### src/clcd_pkg.sv
// Shared types, codes and constants for the character LCD command sequencer.
package clcd_pkg;

   localparam logic [3:0] KIND_INIT      = 4'd0;
   localparam logic [3:0] KIND_DISP_ON   = 4'd1;
   localparam logic [3:0] KIND_DISP_OFF  = 4'd2;
   localparam logic [3:0] KIND_CLEAR     = 4'd3;
   localparam logic [3:0] KIND_HOME      = 4'd4;
   localparam logic [3:0] KIND_CURS_ON   = 4'd5;
   localparam logic [3:0] KIND_CURS_OFF  = 4'd6;
   localparam logic [3:0] KIND_BLINK_ON  = 4'd7;
   localparam logic [3:0] KIND_BLINK_OFF = 4'd8;
   localparam logic [3:0] KIND_SHIFT     = 4'd9;
   localparam logic [3:0] KIND_SETPOS    = 4'd10;
   localparam logic [3:0] KIND_CHAR      = 4'd11;
   localparam logic [3:0] KIND_RAWCMD    = 4'd12;
   localparam logic [3:0] KIND_RAWDATA   = 4'd13;

   localparam logic [1:0] ST_OK        = 2'd0;
   localparam logic [1:0] ST_BAD_FLAGS = 2'd1;
   localparam logic [1:0] ST_BAD_POS   = 2'd2;

   localparam logic [7:0] LCD_CLEAR      = 8'h01;
   localparam logic [7:0] LCD_HOME       = 8'h02;
   localparam logic [7:0] LCD_ENTRY_INC  = 8'h06;
   localparam logic [7:0] LCD_DISP_CTRL  = 8'h08;
   localparam logic [7:0] LCD_SHIFT_CTRL = 8'h10;
   localparam logic [7:0] LCD_SHIFT_RIGHT = 8'h04;
   localparam logic [7:0] LCD_FUNC_2LINE = 8'h28;

   localparam logic [2:0] MODE_ON     = 3'h4;
   localparam logic [2:0] MODE_CURSOR = 3'h2;
   localparam logic [2:0] MODE_BLINK  = 3'h1;

   localparam logic [3:0] INIT_LAST = 4'd11;

   typedef enum logic [1:0] {
      OP_BYTE,
      OP_INIT,
      OP_STATUS
   } op_type;

   typedef struct packed {
      logic [3:0] kind;
      logic [2:0] mode_flags;
      logic       move_right;
      logic [1:0] target_row;
      logic [5:0] target_col;
      logic [7:0] byte_value;
   } req_type;

   typedef struct packed {
      logic       drive;
      logic       reg_select;
      logic [3:0] nibble;
      logic       strobe_res;
      logic [1:0] status;
      logic       last;
      logic       cursor_row_out;
      logic [4:0] cursor_col_out;
      logic [2:0] display_mode_out;
   } rsp_type;

   typedef struct packed {
      op_type     op;
      logic       rs;
      logic [7:0] value;
      logic [1:0] status;
      logic       row;
      logic [4:0] col;
      logic [2:0] mode;
   } desc_type;

   function automatic logic [3:0] init_nibble(input logic [3:0] idx);
      logic [3:0] nib;
      case (idx)
         4'd0, 4'd1, 4'd2: nib = 4'h3;
         4'd3:             nib = 4'h2;
         4'd4:             nib = LCD_FUNC_2LINE[7:4];
         4'd5:             nib = LCD_FUNC_2LINE[3:0];
         4'd6:             nib = LCD_DISP_CTRL[7:4];
         4'd7:             nib = LCD_DISP_CTRL[3:0];
         4'd8:             nib = LCD_CLEAR[7:4];
         4'd9:             nib = LCD_CLEAR[3:0];
         4'd10:            nib = LCD_ENTRY_INC[7:4];
         4'd11:            nib = LCD_ENTRY_INC[3:0];
         default:          nib = 4'h0;
      endcase
      return nib;
   endfunction

endpackage

### src/char_lcd_command_sequencer_top.sv
// Top level of the character LCD command sequencer (4-bit bus writes).
//
//   port group | dir | payload            | handshake
//   req_       | in  | clcd_pkg::req_type | req_valid / req_stall
//   rsp_       | out | clcd_pkg::rsp_type | rsp_valid / rsp_stall
//
// A command is decoded in the cycle it is accepted and, if known, its descriptor is queued.
// The sequencer issues one transaction per cycle unless rsp_stall holds it: two for a byte
// command, twelve for init, one for a rejected command; unknown kinds give nothing.
// An accepted descriptor is written into the queue, then loaded into the output register.
// req_stall rises only while the queue is full; rsp_stall holds the output register.
// Reset clears cursor, mode, queue and sequencer.
module char_lcd_command_sequencer_top #(
   parameter int COLUMNS     = 16,
   parameter int QUEUE_DEPTH = 4
) (
   input  logic              clock,
   input  logic              reset,
   input  logic              req_valid,
   output logic              req_stall,
   input  clcd_pkg::req_type req_data,
   output logic              rsp_valid,
   input  logic              rsp_stall,
   output clcd_pkg::rsp_type rsp_data
);

   logic               accept;
   logic               push;
   logic               full;
   logic               pop;
   logic               not_empty;
   clcd_pkg::desc_type push_desc;
   clcd_pkg::desc_type head_desc;

   assign req_stall = full;
   assign accept    = req_valid && !full;

   clcd_front #(
      .COLUMNS(COLUMNS)
   ) u_front (
      .clock (clock),
      .reset (reset),
      .accept(accept),
      .req   (req_data),
      .push  (push),
      .desc  (push_desc)
   );

   clcd_queue #(
      .DEPTH(QUEUE_DEPTH)
   ) u_queue (
      .clock    (clock),
      .reset    (reset),
      .push     (push),
      .push_desc(push_desc),
      .full     (full),
      .pop      (pop),
      .not_empty(not_empty),
      .head_desc(head_desc)
   );

   clcd_back u_back (
      .clock     (clock),
      .reset     (reset),
      .desc_valid(not_empty),
      .desc      (head_desc),
      .pop       (pop),
      .rsp_valid (rsp_valid),
      .rsp_stall (rsp_stall),
      .rsp_data  (rsp_data)
   );

endmodule

### src/clcd_front.sv
// Command decoder: validates commands, tracks cursor and mode, builds bus descriptors.
module clcd_front #(
   parameter int COLUMNS = 16
) (
   input  logic              clock,
   input  logic              reset,
   input  logic              accept,
   input  clcd_pkg::req_type req,
   output logic              push,
   output clcd_pkg::desc_type desc
);

   localparam int COL_W = $clog2(COLUMNS + 1);

   logic             row_ff, row_in;
   logic [COL_W-1:0] col_ff, col_in;
   logic [2:0]       mode_ff, mode_in;
   logic             valid_cmd;
   logic             rejected;
   logic [5:0]       col_wide;

   always_comb begin
      row_in    = row_ff;
      col_in    = col_ff;
      mode_in   = mode_ff;
      valid_cmd = 1'b1;
      rejected  = 1'b0;
      desc      = '0;
      desc.op   = clcd_pkg::OP_BYTE;
      desc.status = clcd_pkg::ST_OK;
      unique case (req.kind)
         clcd_pkg::KIND_INIT: begin
            desc.op = clcd_pkg::OP_INIT;
            row_in  = 1'b0;
            col_in  = '0;
            mode_in = '0;
         end
         clcd_pkg::KIND_DISP_ON: begin
            if (req.mode_flags[2]) begin
               rejected    = 1'b1;
               desc.status = clcd_pkg::ST_BAD_FLAGS;
            end else begin
               row_in  = 1'b0;
               col_in  = '0;
               mode_in = clcd_pkg::MODE_ON | req.mode_flags;
            end
         end
         clcd_pkg::KIND_DISP_OFF:  mode_in = '0;
         clcd_pkg::KIND_CLEAR: begin
            row_in     = 1'b0;
            col_in     = '0;
            desc.value = clcd_pkg::LCD_CLEAR;
         end
         clcd_pkg::KIND_HOME: begin
            row_in     = 1'b0;
            col_in     = '0;
            desc.value = clcd_pkg::LCD_HOME;
         end
         clcd_pkg::KIND_CURS_ON:   mode_in = clcd_pkg::MODE_ON | clcd_pkg::MODE_CURSOR;
         clcd_pkg::KIND_CURS_OFF:  mode_in = clcd_pkg::MODE_ON;
         clcd_pkg::KIND_BLINK_ON:
            mode_in = clcd_pkg::MODE_ON | clcd_pkg::MODE_CURSOR | clcd_pkg::MODE_BLINK;
         clcd_pkg::KIND_BLINK_OFF: mode_in = clcd_pkg::MODE_ON | clcd_pkg::MODE_CURSOR;
         clcd_pkg::KIND_SHIFT: begin
            if ((!req.move_right && col_ff == '0) ||
                (req.move_right && col_ff >= COL_W'(COLUMNS - 1))) begin
               rejected    = 1'b1;
               desc.status = clcd_pkg::ST_BAD_POS;
            end else begin
               col_in     = req.move_right ? col_ff + COL_W'(1) : col_ff - COL_W'(1);
               desc.value = clcd_pkg::LCD_SHIFT_CTRL |
                            (req.move_right ? clcd_pkg::LCD_SHIFT_RIGHT : 8'h00);
            end
         end
         clcd_pkg::KIND_SETPOS: begin
            if (req.target_row[1] || req.target_col > 6'(COLUMNS - 1)) begin
               rejected    = 1'b1;
               desc.status = clcd_pkg::ST_BAD_POS;
            end else begin
               row_in     = req.target_row[0];
               col_in     = COL_W'(req.target_col);
               desc.value = {1'b1, req.target_row[0], req.target_col};
            end
         end
         clcd_pkg::KIND_CHAR: begin
            if (col_ff > COL_W'(COLUMNS - 1)) begin
               rejected    = 1'b1;
               desc.status = clcd_pkg::ST_BAD_POS;
            end else begin
               col_in     = col_ff + COL_W'(1);
               desc.rs    = 1'b1;
               desc.value = req.byte_value;
            end
         end
         clcd_pkg::KIND_RAWCMD:  desc.value = req.byte_value;
         clcd_pkg::KIND_RAWDATA: begin
            desc.rs    = 1'b1;
            desc.value = req.byte_value;
         end
         default: valid_cmd = 1'b0;
      endcase

      if (req.kind == clcd_pkg::KIND_DISP_ON || req.kind == clcd_pkg::KIND_DISP_OFF ||
          req.kind == clcd_pkg::KIND_CURS_ON || req.kind == clcd_pkg::KIND_CURS_OFF ||
          req.kind == clcd_pkg::KIND_BLINK_ON || req.kind == clcd_pkg::KIND_BLINK_OFF)
         desc.value = clcd_pkg::LCD_DISP_CTRL | {5'b0, mode_in};

      col_wide = 6'(col_in);
      if (rejected) begin
         desc.op    = clcd_pkg::OP_STATUS;
         desc.value = '0;
         row_in     = row_ff;
         col_in     = col_ff;
         mode_in    = mode_ff;
      end else begin
         desc.row  = row_in;
         desc.col  = col_wide[4:0];
         desc.mode = mode_in;
      end
      push = accept && valid_cmd;
   end

   always_ff @(posedge clock) begin
      if (reset) begin
         row_ff  <= 1'b0;
         col_ff  <= '0;
         mode_ff <= '0;
      end else if (push) begin
         row_ff  <= row_in;
         col_ff  <= col_in;
         mode_ff <= mode_in;
      end
   end

   a_col_range: assert property (@(posedge clock) disable iff (reset)
      col_ff <= COL_W'(COLUMNS))
      else $error("tracked column beyond display width");

endmodule

### src/clcd_queue.sv
// Short descriptor queue between the decoder and the bus sequencer.
module clcd_queue #(
   parameter int DEPTH = 4
) (
   input  logic               clock,
   input  logic               reset,
   input  logic               push,
   input  clcd_pkg::desc_type push_desc,
   output logic               full,
   input  logic               pop,
   output logic               not_empty,
   output clcd_pkg::desc_type head_desc
);

   localparam int PTR_W = $clog2(DEPTH);
   localparam int CNT_W = $clog2(DEPTH + 1);

   clcd_pkg::desc_type mem_ff [DEPTH];
   logic [PTR_W-1:0]   wr_ptr_ff, wr_ptr_in;
   logic [PTR_W-1:0]   rd_ptr_ff, rd_ptr_in;
   logic [CNT_W-1:0]   count_ff, count_in;

   assign full      = count_ff == CNT_W'(DEPTH);
   assign not_empty = count_ff != '0;
   assign head_desc = mem_ff[rd_ptr_ff];

   always_comb begin
      wr_ptr_in = wr_ptr_ff;
      rd_ptr_in = rd_ptr_ff;
      count_in  = count_ff;
      if (push)
         wr_ptr_in = (wr_ptr_ff == PTR_W'(DEPTH - 1)) ? '0 : wr_ptr_ff + PTR_W'(1);
      if (pop)
         rd_ptr_in = (rd_ptr_ff == PTR_W'(DEPTH - 1)) ? '0 : rd_ptr_ff + PTR_W'(1);
      if (push && !pop)
         count_in = count_ff + CNT_W'(1);
      else if (pop && !push)
         count_in = count_ff - CNT_W'(1);
   end

   always_ff @(posedge clock) begin
      if (push)
         mem_ff[wr_ptr_ff] <= push_desc;
   end

   always_ff @(posedge clock) begin
      if (reset) begin
         wr_ptr_ff <= '0;
         rd_ptr_ff <= '0;
         count_ff  <= '0;
      end else begin
         wr_ptr_ff <= wr_ptr_in;
         rd_ptr_ff <= rd_ptr_in;
         count_ff  <= count_in;
      end
   end

   a_no_overflow: assert property (@(posedge clock) disable iff (reset)
      full |-> !push)
      else $error("descriptor queue overflow");

   a_count_range: assert property (@(posedge clock) disable iff (reset)
      count_ff <= CNT_W'(DEPTH))
      else $error("descriptor queue count out of range");

endmodule

### src/clcd_back.sv
// Bus sequencer: expands descriptors to nibble writes or status, registered output.
module clcd_back (
   input  logic               clock,
   input  logic               reset,
   input  logic               desc_valid,
   input  clcd_pkg::desc_type desc,
   output logic               pop,
   output logic               rsp_valid,
   input  logic               rsp_stall,
   output clcd_pkg::rsp_type  rsp_data
);

   logic              rsp_valid_ff;
   clcd_pkg::rsp_type rsp_data_ff, rsp_data_in;
   logic [3:0]        step_ff, step_in;
   logic              load;

   assign rsp_valid = rsp_valid_ff;
   assign rsp_data  = rsp_data_ff;
   assign load      = desc_valid && (!rsp_valid_ff || !rsp_stall);

   always_comb begin
      rsp_data_in                  = '0;
      rsp_data_in.drive            = desc.op != clcd_pkg::OP_STATUS;
      rsp_data_in.strobe_res       = desc.op != clcd_pkg::OP_STATUS;
      rsp_data_in.reg_select       = desc.rs;
      rsp_data_in.status           = desc.status;
      rsp_data_in.cursor_row_out   = desc.row;
      rsp_data_in.cursor_col_out   = desc.col;
      rsp_data_in.display_mode_out = desc.mode;
      unique case (desc.op)
         clcd_pkg::OP_BYTE: begin
            rsp_data_in.nibble = step_ff[0] ? desc.value[3:0] : desc.value[7:4];
            rsp_data_in.last   = step_ff[0];
         end
         clcd_pkg::OP_INIT: begin
            rsp_data_in.nibble = clcd_pkg::init_nibble(step_ff);
            rsp_data_in.last   = step_ff == clcd_pkg::INIT_LAST;
         end
         clcd_pkg::OP_STATUS: begin
            rsp_data_in.reg_select = 1'b0;
            rsp_data_in.last       = 1'b1;
         end
         default: rsp_data_in.last = 1'b1;
      endcase
      pop     = load && rsp_data_in.last;
      step_in = step_ff;
      if (load)
         step_in = rsp_data_in.last ? 4'd0 : step_ff + 4'd1;
   end

   always_ff @(posedge clock) begin
      if (reset) begin
         rsp_valid_ff <= 1'b0;
         step_ff      <= '0;
      end else begin
         step_ff <= step_in;
         if (load)
            rsp_valid_ff <= 1'b1;
         else if (!rsp_stall)
            rsp_valid_ff <= 1'b0;
      end
   end

   always_ff @(posedge clock) begin
      if (load)
         rsp_data_ff <= rsp_data_in;
   end

   a_step_range: assert property (@(posedge clock) disable iff (reset)
      step_ff <= clcd_pkg::INIT_LAST)
      else $error("sequencer step out of range");

   a_status_single: assert property (@(posedge clock) disable iff (reset)
      rsp_valid_ff && !rsp_data_ff.drive |-> rsp_data_ff.last && rsp_data_ff.nibble == 4'h0)
      else $error("status transaction not a lone final result");

endmodule

### config.mk
export PLATFORM = sky130hd
export DESIGN_NAME = char_lcd_command_sequencer_top
export DESIGN_NICKNAME = d
export VERILOG_FILES = /design/src/clcd_pkg.sv /design/src/char_lcd_command_sequencer_top.sv /design/src/clcd_front.sv /design/src/clcd_queue.sv /design/src/clcd_back.sv
export SDC_FILE = /design/constraint.sdc
export NUM_CORES = 1
export LEC_CHECK = 0
export BUFFER_PORTS_ARGS = -buffer_cell sky130_fd_sc_hd__buf_4
export CAP_MARGIN = 20
export CORE_UTILIZATION = 35
export CTS_CLUSTER_DIAMETER = 150
export CTS_CLUSTER_SIZE = 8
export DETAILED_ROUTE_END_ITERATION = 12
export HOLD_SLACK_MARGIN = 0.1
export PLACE_DENSITY = 0.51
export SLEW_MARGIN = 15
export SYNTH_ARGS = -nofsm -noshare
export SYNTH_HDL_FRONTEND = slang
export SYNTH_SLANG_ARGS = --single-unit
### constraint.sdc
create_clock -name clock -period 2.93 [get_ports clock]
set_input_delay 0.4395 -clock clock [delete_from_list [all_inputs] [get_ports clock]]
set_output_delay 0.4395 -clock clock [all_outputs]
set_load 0.02 [all_outputs]
Yosys cells after proc, flatten, opt, wreduce, memory -nomap -nowiden --
Memory sizes are Yosys's and may differ from the RTL's. A register that Yosys moved wholly into a read port is not among the register bits. Index checks and enable logic that the tools add are counted.
Storage, ports and cells: bits in registers 39, memory bits (writable) 88, memory bits (read-only) 64, input bits 28, output and inout bits 21, logic and storage cells 132, memories kept 2
Operators by class: $add $sub $neg 7, magnitude comparators 3, equal/unequal tests 21, multiplexer cells 49, bitwise gates (word level) 1, reduce and logical (&&, ||, !) cells 33
Memory list:
- u_queue.mem_ff | depth 4, width 22, read ports 1, clocked after Yosys merged registers in 1, write ports 1, line clcd_queue.sv:18 | clcd_pkg::desc_type mem_ff [DEPTH];
- (no name shown) | depth 16, width 4, read ports 1, clocked after Yosys merged registers in 1, write ports 0, line clcd_pkg.sv:76 | case (idx)
Operators with widths (count):
- case mux 8 bit (6 select lines) | 1
- 2-to-1 mux 8 bit | 4
- equality test 4 bit, second input constant | 7
- 2-to-1 mux 5 bit | 5
- case mux 5 bit (5 select lines) | 1
- 2-to-1 mux 9 bit | 2
- equality test 4 x 3 -> 1 bit, second input constant | 4
- 2-to-1 mux 2 bit | 8
- 2-to-1 mux 4 bit | 4
- case mux 3 bit (5 select lines) | 1
- OR reduction 14 bit | 1
- 2-to-1 mux 1 bit | 13
- 2-to-1 mux 3 bit | 4
- equality test 4 x 2 -> 1 bit, second input constant | 2
- logical AND 1 bit | 8
- logical OR 1 bit | 8
- case mux 2 bit (4 select lines) | 1
- case mux 4 bit (2 select lines) | 1
- equality test 2 bit, second input constant | 3
- greater-than comparator 6 x 4 -> 1 bit, second input constant | 1
- logical NOT 1 bit | 6
- OR reduction 2 bit | 3
- adder 5 x 1 -> 5 bit, second input constant | 1
- >= comparator 5 x 4 -> 1 bit, second input constant | 1
- 22 further kinds | 24

Longest topological paths before layout --
Gate-level depths: netlist (run 1).
depth in word-level cells 8, depth in mapped cells 13, gate-level depth less buffers 12

Modules after synthesis --
A second synthesis (run 1) with hierarchy kept.
Unflattened totals: cells, all modules 426, area total of the unflattened synthesis 6032.0 sq um
By module, submodules not included:
- clcd_queue | times used 1, cells each 158, area an instance 3619.7 sq um, seq. area each 2822.7 sq um
- clcd_front | times used 1, cells each 177, area an instance 1280.0 sq um, seq. area each 180.2 sq um
- clcd_back | times used 1, cells each 90, area an instance 1118.6 sq um, seq. area each 720.7 sq um
- char_lcd_command_sequencer_top | times used 1, cells each 1, area an instance 13.8 sq um, seq. area each 0.0 sq um

Least setup slack after synthesis (run 1) --
No wires, ideal clock.
path type flip-flop to flip-flop, start point register with a tool-made name, end point register u_queue.count_ff[2], library setup time 0.071 ns, arrival time 2.737 ns, slack 0.123 ns, cell stages (with the launch flop) 13, path buffers 1, period minus slack after synthesis 2.807 ns, path through dfxtp_1 -> mux4_2 -> o21bai_2 -> nor2b_2 -> buf_6 -> nor2_1 -> inv_1 -> ha_1 -> inv_1 -> fa_1 -> xor2_1 -> or3_1 -> a21oi_1
RTL lines:
- to (signal assigned) | line clcd_queue.sv:54 | count_ff <= count_in;
- to (decl) | line clcd_queue.sv:21 | logic [CNT_W-1:0] count_ff, count_in;

Worst setup path after layout (run 1) --
start point register u_front.col_ff[1], end point register u_front.col_ff[4]
On the way: cells in the longest elaborated chain, start to end 7, elaborated cells between the ends (all ways) 17, those cells by class add/sub: 2; order compare: 2; mux: 7; bitwise: 1; reduce/logical: 5
RTL lines:
- from (decl) | line clcd_front.sv:16 | logic [COL_W-1:0] col_ff, col_in;
- from (signal assigned) | line clcd_front.sv:130 | col_ff <= col_in;
- >= comparator 5 x 4 -> 1 bit / logical NOT 5 bit (equally long branches) | line clcd_front.sv:66, clcd_front.sv:65
- logical AND 1 bit (on tied branches) | line clcd_front.sv:66, clcd_front.sv:65
- logical OR 1 bit | line clcd_front.sv:65 | if ((!req.move_right && col_ff == '0) ||
- 2-to-1 mux 1 bit | line clcd_front.sv:65
- case mux 1 bit (4 select lines) | line clcd_front.sv:31 | unique case (req.kind)
- NOT 1 bit (no source line)
- AND reduction 2 bit (no source line)
Parallel ways exist; a longest one is shown, timed or not. A chain may end at the register's enable or synchronous reset.

==> impl_metrics.py, run 1 <==
metrics = {
    "synthesis": {
        "yosysWarnings": 0,
        "ys_seq_area_frac": 0.629,
        "synth_seq_cells": 133,
        "synth_cell_types": 62,
        "synth_edf_count": 106,
        "synthFlopType": "edfxtp_1",
        "synth_nets": 485,
        "synthCells": 446,
        "synthArstFlopShare": 0,
        "postSynthAreaPerCell_um2": 13.3,
        "synth_area_um2": 5920,
    },
    "timing": {
        "setup_slack_ns": 0.207,
        "rsz0062_at_grt": "yes",
        "period_needed_ns": 2.72,
        "fin_skew_ns": 0.00667,
        "relSlewSlack": 0.509,
        "hold_viol": 0,
        "finalSetupViolCount": 0,
        "slew_violations": 0,
        "worst_pin_slew_ns": 0.728,
        "fmax_mhz": 367,
        "setup_tns_ns": 0,
        "post-route-period-util": 0.930,
    },
    "floorplanning": {
        "die_w_um": 132,
        "core.rowCount": 47,
        "io_pins": 49,
        "core_um2": 16500,
        "start_util": 0.358,
        "die_y_um": 132,
        "dieArea_um2": 17400,
    },
    "outcome": {
        "status": "completed",
    },
    "grt": {
        "grt_pass1_vias": 3785,
        "grt-ovfl-total": 0,
        "grt_util_all_layers": 0.159,
        "grt_pass1_wl_mm": 20.9,
        "grt_max_degree": 25,
        "antenna_found_initial": 0,
    },
    "critical_path": {
        "startpoint_type": "flop",
        "worstPathRequired_ns": 3.21,
        "r2r_slack_ns": 0.21,
        "critical_path_class": "flop to flop",
        "reg2reg_depth": 9,
        "end_kind": "flop",
        "critPathMaxFanout": 9,
        "crit_arrival_ns": 3.00,
    },
    "detailed_routing": {
        "routed_wl_mm": 13.0,
        "drcViolationCount": 0,
        "wl_per_cell_um": 17.4,
        "drtPass1Iterations": 4,
        "drt_iter0_markers": 228,
        "vias_per_cell": 5.16,
        "num_vias": 3850,
        "ant_nets": 0,
    },
    "cells_and_area": {
        "areaGrowthSynthToFinish_pct": 21.3,
        "antenna_cells": 0,
        "drive_above_1_share": 0.266,
        "finalNetCount": 552,
    },
    "power_and_ir_drop": {
        "power_frac_seq": 0.407,
        "power.leakage_nw": 2.63,
        "power_frac_comb": 0.287,
        "p_switching_mw": 1.91,
        "switching_share": 0.304,
        "p_clk_frac": 0.306,
        "p_int_mw": 4.36,
        "ir_drop_mv": 0.389,
        "powerDensity_nw_per_um2": 874,
    },
    "clock_tree": {
        "cts_hold_buffers": 0,
        "ctsRootBufferMaster": "clkbuf_16",
        "clock_path_buffers": 2,
        "clock_latency_ns": 0.41,
        "cts.reportedPaths.clkPinSlew_ns": 0.06,
        "cts_tree": "built",
        "numCtsBuffers": 17,
        "cts_htree_levels": 4,
        "clock_sinks": 133,
    },
    "place": {
        "io_buffers": 48,
        "place_congestion": 0.867,
        "hpwl_mm": 8.86,
        "dp_slack_ns": 0.140,
    },
    "run": {
        "max_cap_violations": 0,
    },
    "hold_path": {
        "hp-class": "primary input to flop",
        "whs_path_depth": 3,
    },
}
[critical path, stage by stage, from the launching register on]
cell and delay (ns):
dfxtp_1 0.38, ha_1 0.25, and3_1 0.19, ha_1 0.22, or3b_1 0.40, o221ai_1 0.22, o211ai_1 0.30, or2_4 0.37
o21ai_0 0.17, a21oi_1 0.09
[per-stage QoR]
stage / instance area (µm²) / cells / total power [mW] / hold WS [ns] / utilization
5_1_grt: 7180 / 746 / 6.62 / 0.335 / 0.434
3_3_place_gp: 6610 / 712 / 4.38 / 0.454 / 0.400
4_1_cts: 7150 / 744 / 6.33 / 0.282 / 0.433
2_1_floorplan: 5920 / 446 / 3.78 / 0.437 / -
3_5_place_dp: 6610 / 712 / 4.40 / 0.460 / 0.400
6_report: 7180 / 746 / 6.27 / 0.307 / 0.434
[kinds of logic (layout without fill, tap and decap cells)]
logic type / after synthesis / after routing / synth area share
AND/OR/NAND/NOR: 137 / 137 / 0.113
AO/OA/AOI/OAI: 91 / 91 / 0.104
flip-flops: 133 / 133 / 0.629
multiplexers: 27 / 27 / 0.0926
XOR/XNOR: 4 / 4 / 0.00592
adder cells (fa/ha/maj): 11 / 11 / 0.0245
buffers and inverters: 43 / 123 / 0.0304
[power by group through the flow]
stage / Combinational [mW] / Clock [mW] / Sequential (mW)
3_5_place_dp: 1.81 / 0 / 2.59
6_report: 1.80 / 1.92 / 2.55
4_1_cts: 1.81 / 1.97 / 2.55
5_1_grt: 1.98 / 2.04 / 2.59
3_3_place_gp: 1.80 / 0 / 2.58
2_1_floorplan: 1.03 / 0 / 2.76
[state kept, by name, summed over array words and instances (netlist names), named ones only]
| register | cells |
|---|---|
| u_front.mode_ff | 3 |
| u_back.rsp_valid | 1 |
| u_queue.mem_ff | 88 |
| u_front.row_ff | 1 |
| u_front.col_ff | 5 |
| u_queue.rd_ptr_ff | 2 |
| u_queue.wr_ptr_ff | 2 |
| u_back.rsp_data | 18 |
| u_queue.count_ff | 3 |
| u_back.step_ff | 4 |
[layout by cell type, fill, tap and decap left out, drive strengths merged, types with 2 or more instances in the layout]
cell type,instances
a211oi,7
a21boi,2
a21o,6
a21oi,27
a221oi,2
a2bb2oi,2
a32oi,3
a41oi,2
and2,6
and3,3
buf,70
clkbuf,18
clkinv,8
clkinvlp,5
dfxtp,27
edfxtp,106
ha,10
inv,21
mux2,2
mux2i,3
mux4,22
nand2,56
nand2b,3
nand3,10
nand4b,2
nor2,28
nor2b,10
nor3,5
nor4,3
o21a,2
o21ai,18
o221ai,2
o22a,3
o22ai,2
o311ai,2
o32a,2
or2,3
or3,2
xor2,4
[layer usage]
metal | global-route usage | part of all wire | vias up
met4 | 0.0627 | 0.017 | 0
li1 | - | - | 1819
met5 | 0 | 0 | -
met2 | 0.233 | 0.46 | 101
met1 | 0.226 | 0.48 | 1913
met3 | 0.0377 | 0.044 | 17
[worst paths after layout]
path / endpoint / startpoint
max: u_front.col_ff[4]$_SDFFE_PP0P_ / u_front.col_ff[1]$_SDFFE_PP0P_
min: u_back.rsp_valid$_SDFFE_PP0P_ / rsp_stall
max reg2reg: u_front.col_ff[4]$_SDFFE_PP0P_ / u_front.col_ff[1]$_SDFFE_PP0P_
min reg2reg: u_front.row_ff$_SDFFE_PP0P_ / u_front.row_ff$_SDFFE_PP0P_
[cells in the mapped netlist, types with 4 or more instances]
cell type,instances,share of area
a211oi_1,7,0.0089
a21o_1,6,0.0076
a21oi_1,26,0.022
and2_1,6,0.0063
buf_2,6,0.0051
clkbuf_1,14,0.0089
dfxtp_1,27,0.091
edfxtp_1,106,0.54
ha_1,10,0.021
inv_1,21,0.013
mux4_2,22,0.084
nand2_1,56,0.036
nand3_1,9,0.0076
nor2_1,26,0.016
nor2b_1,9,0.0095
nor3_1,5,0.0042
o21ai_0,17,0.014
xor2_1,4,0.0059
[cell type report]
| type | instances | area (µm²) |
|---|---|---|
| fillers | 1507 | 9350 |
| flip-flops and latches | 133 | 3720 |
| multi-input cells | 270 | 2030 |
| repair buffers | 70 | 526 |
| clock buffers | 18 | 429 |
| well taps | 220 | 275 |
| clock inverters | 14 | 114 |
| inverters | 21 | 78.8 |
[timing repair]
action | in CTS | in global routing
resized for setup | 0 | 5
setup buffers | 0 | 2
endpoints found under the setup margin | 0 | 13
Power figures use the tool's default switching activity.
==> run 2, diff against run 1 <==
- PLACE_DENSITY: 0.51 -> unset
- PLACE_DENSITY_LB_ADDON: unset -> 0.3
==> run 2 against run 1 <==
Net effect:
- first-iteration DRC count up 23%
- global-route usage down 0.71 points
- wire length down 3.3%
- core utilization up 0.72 points
- via count up 0.47%
- critical path type unchanged
- count of clock-buffer cells in the layout up 1
- flip-flop and latch count unchanged
- sequential power about the same
- register-to-register slack worse by 0.02 ns
==> impl_metrics.py, run 2 (same netlist as run 1, synthesis figures left out) <==
metrics = {
    "hold_path": {
        "hold_start": "rsp_stall",
        "hp-class": "primary input to flop",
        "whs_path_depth": 3,
        "holdPathEnd": "u_back.rsp_valid$_SDFFE_PP0P_",
    },
    "cells_and_area": {
        "drive_above_1_share": 0.262,
        "mostFrequentLayoutCell": "edfxtp_1",
        "areaGrowthSynthToFinish_pct": 23.3,
        "largest_reg_flops": 88,
        "fill_cells": 1492,
        "mostFrequentLayoutCells": "106 x edfxtp_1, 70 x buf_4, 56 x nand2_1",
        "finalNetCount": 552,
        "antenna_cells": 0,
        "largest-register": "u_queue.mem_ff",
        "fin_util": 0.442,
    },
    "critical_path": {
        "critPathSlowestCell": "mux4_2",
        "end_kind": "flop",
        "startpoint_type": "flop",
        "r2r_end": "u_queue.count_ff[2]$_SDFFE_PP0P_",
        "reg2reg_depth": 11,
        "crit_family": "adder cells",
        "worstPathCellList": "mux4_2, o21bai_2, nor2b_2, nor2_1, inv_1, ha_1, inv_1, fa_1, xor2_1, or3_1, a21oi_1",
        "path_common_cell": "inv_1",
        "crit_arrival_ns": 3.08,
        "critical_path_class": "flop to flop",
        "slowest_delay_ns": 0.51,
        "r2r_slack_ns": 0.19,
        "worstPathRequired_ns": 3.27,
        "worst-path-buf-inv": 2,
        "critPathMaxFanout": 4,
    },
    "timing": {
        "finalSetupViolCount": 0,
        "period_needed_ns": 2.74,
        "relSlewSlack": 0.558,
        "setup_tns_ns": 0,
        "worst_pin_slew_ns": 0.657,
        "slew_violations": 0,
        "fmax_mhz": 365,
        "post-route-period-util": 0.936,
        "fin_skew_ns": 0.00820,
        "hold_viol": 0,
    },
    "detailed_routing": {
        "drcViolationCount": 0,
        "drt_iter0_markers": 281,
        "ant_nets": 0,
        "drtPass1Iterations": 5,
        "vias_per_cell": 5.18,
        "routed_wl_mm": 12.6,
        "wl_per_cell_um": 16.9,
        "num_vias": 3868,
    },
    "power_and_ir_drop": {
        "power.leakage_nw": 2.69,
        "ir_drop_mv": 0.435,
        "powerDensity_nw_per_um2": 917,
    },
    "floorplanning": {
        "start_util": 0.358,
        "die_y_um": 132,
        "die_w_um": 132,
        "core.rowCount": 47,
        "core_um2": 16500,
        "dieArea_um2": 17400,
        "io_pins": 49,
    },
    "grt": {
        "grt_max_degree": 25,
        "grt_pass1_wl_mm": 20.1,
        "top_usage_layer": "met2",
        "grt_pass1_vias": 3808,
        "met2_usage": 0.236,
        "grt_util_all_layers": 0.152,
        "antenna_found_initial": 0,
        "met1_usage": 0.206,
        "met3_usage": 0.0319,
        "grt-ovfl-total": 0,
    },
    "clock_tree": {
        "cts_hold_buffers": 0,
        "clock_path_buffers": 2,
        "cts_tree": "built",
        "numCtsBuffers": 17,
        "clock_sinks": 133,
        "cts.reportedPaths.clkPinSlew_ns": 0.06,
        "clock_latency_ns": 0.40,
        "cts_htree_levels": 4,
        "ctsRootBufferMaster": "clkbuf_16",
    },
    "outcome": {
        "status": "completed",
    },
    "place": {
        "hpwl_mm": 8.60,
        "place_congestion": 0.913,
        "io_buffers": 48,
    },
    "run": {
        "max_cap_violations": 0,
    },
}
==> run 2: cell count changes in the layout (fill, tap and decap cells not counted), sizes merged <==
| cell | previous run | this run |
|---|---|---|
| bufinv | 1 | 6 |
| clkbuf | 18 | 19 |
| clkinv | 8 | 5 |
| clkinvlp | 5 | 2 |
==> run 2: how the worst max path moves through the flow <==
stage / slack (ns) / to / startpoint / depth (start not counted)
floorplan: 0.12 / u_queue.count_ff[2]$_SDFFE_PP0P_ / flop / 12
finish: 0.19 / u_queue.count_ff[2]$_SDFFE_PP0P_ / flop / 11
detailed placement: 0.12 / u_queue.mem_ff[0][11]$_DFFE_PP_ / u_front.col_ff[0]$_SDFFE_PP0P_ / 8
global route: -0.01 / u_front.mode_ff[1]$_SDFFE_PP0P_ / u_front.col_ff[0]$_SDFFE_PP0P_ / 10
CTS: 0.09 / u_queue.count_ff[2]$_SDFFE_PP0P_ / flop / 11
global placement: 0.21 / u_queue.count_ff[2]$_SDFFE_PP0P_ / flop / 11
==> run 2: stage by stage <==
stage	cell area, µm²	hold WS (ns)	setup WS, ns	std cells	power [mW]
after floorplan	5920	0.437	0.123	446	3.78
after global placement	6610	0.444	0.215	713	4.36
after detailed placement	6610	0.456	0.118	713	4.39
after CTS	7280	0.286	0.0872	745	6.75
after global routing	7300	0.312	-0.0106	746	7.01
final	7300	0.303	0.187	746	6.69
==> run 2: area by class of cell <==
cell class | instances | area, µm² | area share
repair buffers | 70 | 526 | 0.0720
well taps | 220 | 275 | 0.0377
clock buffers | 19 | 433 | 0.0593
inverters | 21 | 78.8 | 0.0108
flip-flops and latches | 133 | 3720 | 0.510
clock inverters | 13 | 230 | 0.0315
multi-input cells | 270 | 2030 | 0.278
==> run 2: worst reg2reg max path: cells and delay by family, from the launching register on <==
kind	cells	cell delay, ns
AOI/OAI and AO/OA	2	0.37
xor gates and xnor gates	1	0.18
adders and majority gates	2	0.57
buffers and inverters	2	0.15
DFF	1	0.37
muxes	1	0.51
and+or+nand+nor	3	0.52
==> run 2: per-layer routing <==
layer | vias to the layer above | part of all wire
met5 | - | 0
met4 | 0 | 0.021
met3 | 21 | 0.057
met2 | 137 | 0.47
met1 | 1880 | 0.45
li1 | 1830 | -
==> run 2: power breakdown <==
group          leakage [nW]  internal (mW)  switching [mW]
sequential             1.22           2.44           0.113
clock                 0.315           1.59           0.748
combinational          1.15          0.765            1.03
total                  2.69           4.80            1.89
==> run 2: repair_timing <==
| action | CTS | global route |
|---|---|---|
| setup endpoints to repair | 0 | 10 |
| buffers inserted | 0 | 1 |
| gates resized for setup | 0 | 4 |
==> run 3, diff against run 2 <==
- ABC_AREA: unset -> 1
==> run 3 against run 2 <==
Net effect:
- clock skew is 0.0024 ns higher
- non-clock buffer count is 12 lower
- combinational power is 13% higher
- first-iteration DRC count is 5.0% higher
- cell area is 0.77% lower
- fmax is 15% higher
- critical endpoint is now u_queue.mem_ff[3][14]$_DFFE_PP_
- largest cell class unchanged
==> impl_metrics.py, run 3 <==
metrics = {
    "timing": {
        "fin_skew_ns": 0.0105,
        "hold_viol": 0,
        "worst_pin_slew_ns": 0.724,
        "fmax_mhz": 418,
        "period_needed_ns": 2.39,
        "setup_tns_ns": 0,
        "rsz0062_at_grt": "no",
        "slew_violations": 0,
        "relSlewSlack": 0.512,
        "finalSetupViolCount": 0,
        "post-route-period-util": 0.816,
    },
    "synthesis": {
        "synthTopCellsByArea": "edfxtp_1 53%, dfxtp_1 9.0%, nor2_1 6.4%",
        "ys_seq_area_frac": 0.617,
        "synthFlopType": "edfxtp_1",
        "synth_cell_types": 38,
        "synth_top_family_by_area": "simple AND/OR/NAND/NOR gates",
        "yosysWarnings": 0,
        "ys_top_cells_by_count": "106 x edfxtp_1, 103 x nor2_1, 92 x nand2_1, 55 x o21ai_0, 51 x inv_1",
        "synthCells": 604,
        "synth_nets": 643,
        "synthArstFlopShare": 0,
        "muxShareOfSynthArea": 0,
        "synth_compound_area_frac": 0.113,
        "synth.most_common_cell": "edfxtp_1",
        "postSynthAreaPerCell_um2": 9.99,
        "synth-xor-area-share": 0.00726,
        "synth_top_area_frac": 0.528,
        "synth_fa_ha_area_frac": 0.0241,
        "synth_area_um2": 6030,
        "synth-simple-area-share": 0.183,
        "synth_edf_count": 106,
        "synth_top_cell_by_area": "edfxtp_1",
        "synth_seq_cells": 133,
    },
    "cells_and_area": {
        "finalNetCount": 701,
        "stdcell_count": 895,
        "areaGrowthSynthToFinish_pct": 20.1,
        "mostFrequentLayoutCells": "106 x edfxtp_1, 100 x nor2_1, 92 x nand2_1, 58 x buf_4, 55 x o21ai_0",
        "drive_above_1_share": 0.185,
        "largest-register": "u_queue.mem_ff",
        "mostFrequentLayoutCell": "edfxtp_1",
        "antenna_cells": 0,
        "largest_reg_flops": 88,
    },
    "detailed_routing": {
        "routed_wl_mm": 13.1,
        "drt_iter0_markers": 295,
        "drtPass1Iterations": 5,
        "num_vias": 4371,
        "ant_nets": 0,
        "vias_per_cell": 4.88,
        "drcViolationCount": 0,
        "wl_per_cell_um": 14.6,
    },
    "power_and_ir_drop": {
        "power.leakage_nw": 2.87,
        "powerDensity_nw_per_um2": 929,
        "ir_drop_mv": 0.428,
    },
    "clock_tree": {
        "cts.reportedPaths.clkPinSlew_ns": 0.06,
        "postCtsSetupRepairBufs": 0,
        "clock_path_buffers": 2,
        "cts_htree_levels": 4,
        "numCtsBuffers": 17,
        "ctsRootBufferMaster": "clkbuf_16",
        "cts_resized": 0,
        "cts_hold_buffers": 0,
        "cts_tree": "built",
        "clock_latency_ns": 0.41,
        "clock_sinks": 133,
    },
    "critical_path": {
        "crit_arrival_ns": 2.54,
        "worstPathRequired_ns": 3.07,
        "slowest_delay_ns": 0.36,
        "critPathSlowestCell": "dfxtp_1",
        "startpoint_type": "flop",
        "worstPathCellList": "ha_1, nand2_1, nor2_1, ha_1, inv_1, nand2_1, nand2_1, nand2_1, nand2_1, o21ai_0, o21ai_0, inv_1",
        "critPathMaxFanout": 7,
        "critical_path_class": "flop to flop",
        "end_kind": "flop",
        "path_common_cell": "nand2_1",
    },
    "grt": {
        "grt_pass1_vias": 4375,
        "grt_max_degree": 35,
        "grt-ovfl-total": 0,
        "grt_util_all_layers": 0.158,
        "grt_pass1_wl_mm": 21.7,
        "antenna_found_initial": 0,
    },
    "hold_path": {
        "hp-class": "primary input to flop",
    },
    "floorplanning": {
        "dieArea_um2": 17800,
        "io_pins": 49,
        "start_util": 0.361,
        "core.rowCount": 47,
        "core_um2": 16700,
        "die_y_um": 133,
        "die_w_um": 133,
    },
    "place": {
        "io_buffers": 48,
        "hpwl_mm": 9.24,
        "place_congestion": 0.899,
        "dp.cells": 863,
    },
    "run": {
        "max_cap_violations": 0,
    },
    "outcome": {
        "status": "completed",
    },
}
==> run 3: cell types whose count changed after synthesis, sizes merged, moves of 10 or more <==
cell and change:
nand2 +42, nor2 +85, inv +42, nand3 +23, o22ai +21, o21ai +46, nor2b -10, mux4 -22
==> run 3: where the power goes <==
part           internal (mW)  total [mW]  switching, mW
logic                  0.679        2.03           1.35
clock network           1.29        2.05          0.761
registers               2.50        2.64          0.139
==> run 3: final cells by class <==
type,count,area (µm²)
clock inverters,12,130
flip-flops and latches,133,3720
well taps,220,275
inverters,63,239
repair buffers,58,435
fillers,1593,9460
clock buffers,20,457
multi-input cells,389,1980
==> run 3: routing by layer <==
layer,part of all wire,up-vias,GRT usage
li1,-,2190,-
met4,0.019,0,0.0732
met1,0.46,2014,0.202
met3,0.052,16,0.0339
met5,0,-,0
met2,0.47,151,0.258
==> run 3: critical path, delay by kind of cell (launching register included) <==
| kind | cells | cell delay [ns] |
|---|---|---|
| AOI/OAI and AO/OA | 2 | 0.34 |
| buffers and inverters | 2 | 0.20 |
| DFF | 1 | 0.36 |
| and+or+nand+nor | 6 | 0.79 |
| adders and majority gates | 2 | 0.43 |
==> run 3: path summary, 6_finish.rpt <==
kind | start | end | slack, ns | cells past startpoint
max | u_front.col_ff[0]$_SDFFE_PP0P_ | u_queue.mem_ff[3][14]$_DFFE_PP_ | 0.54 | 12
min | reset | u_front.mode_ff[2]$_SDFFE_PP0P_ | 0.28 | 2
max reg2reg | u_front.col_ff[0]$_SDFFE_PP0P_ | u_queue.mem_ff[3][14]$_DFFE_PP_ | 0.54 | 12
min reg2reg | u_front.mode_ff[1]$_SDFFE_PP0P_ | u_front.mode_ff[1]$_SDFFE_PP0P_ | 0.50 | 2
==> run 3: stage by stage <==
step	area (µm²)	utilization	hold slack (ns)	setup slack [ns]	total power [mW]
after floorplan	6030	-	0.462	0.650	4.04
after global placement	6660	0.398	0.482	0.616	4.69
after detailed placement	6660	0.398	0.486	0.582	4.74
after CTS	7240	0.434	0.268	0.558	6.80
after global routing	7240	0.434	0.276	0.325	7.14
final	7240	0.434	0.282	0.538	6.73
==> run 3: cell families after synthesis <==
kind of cell / count (synthesis)
and+or+nand+nor: 252
DFF: 133
AOI/OAI and AO/OA: 121
buffers and inverters: 82
adders and majority gates: 11
xor gates and xnor gates: 5
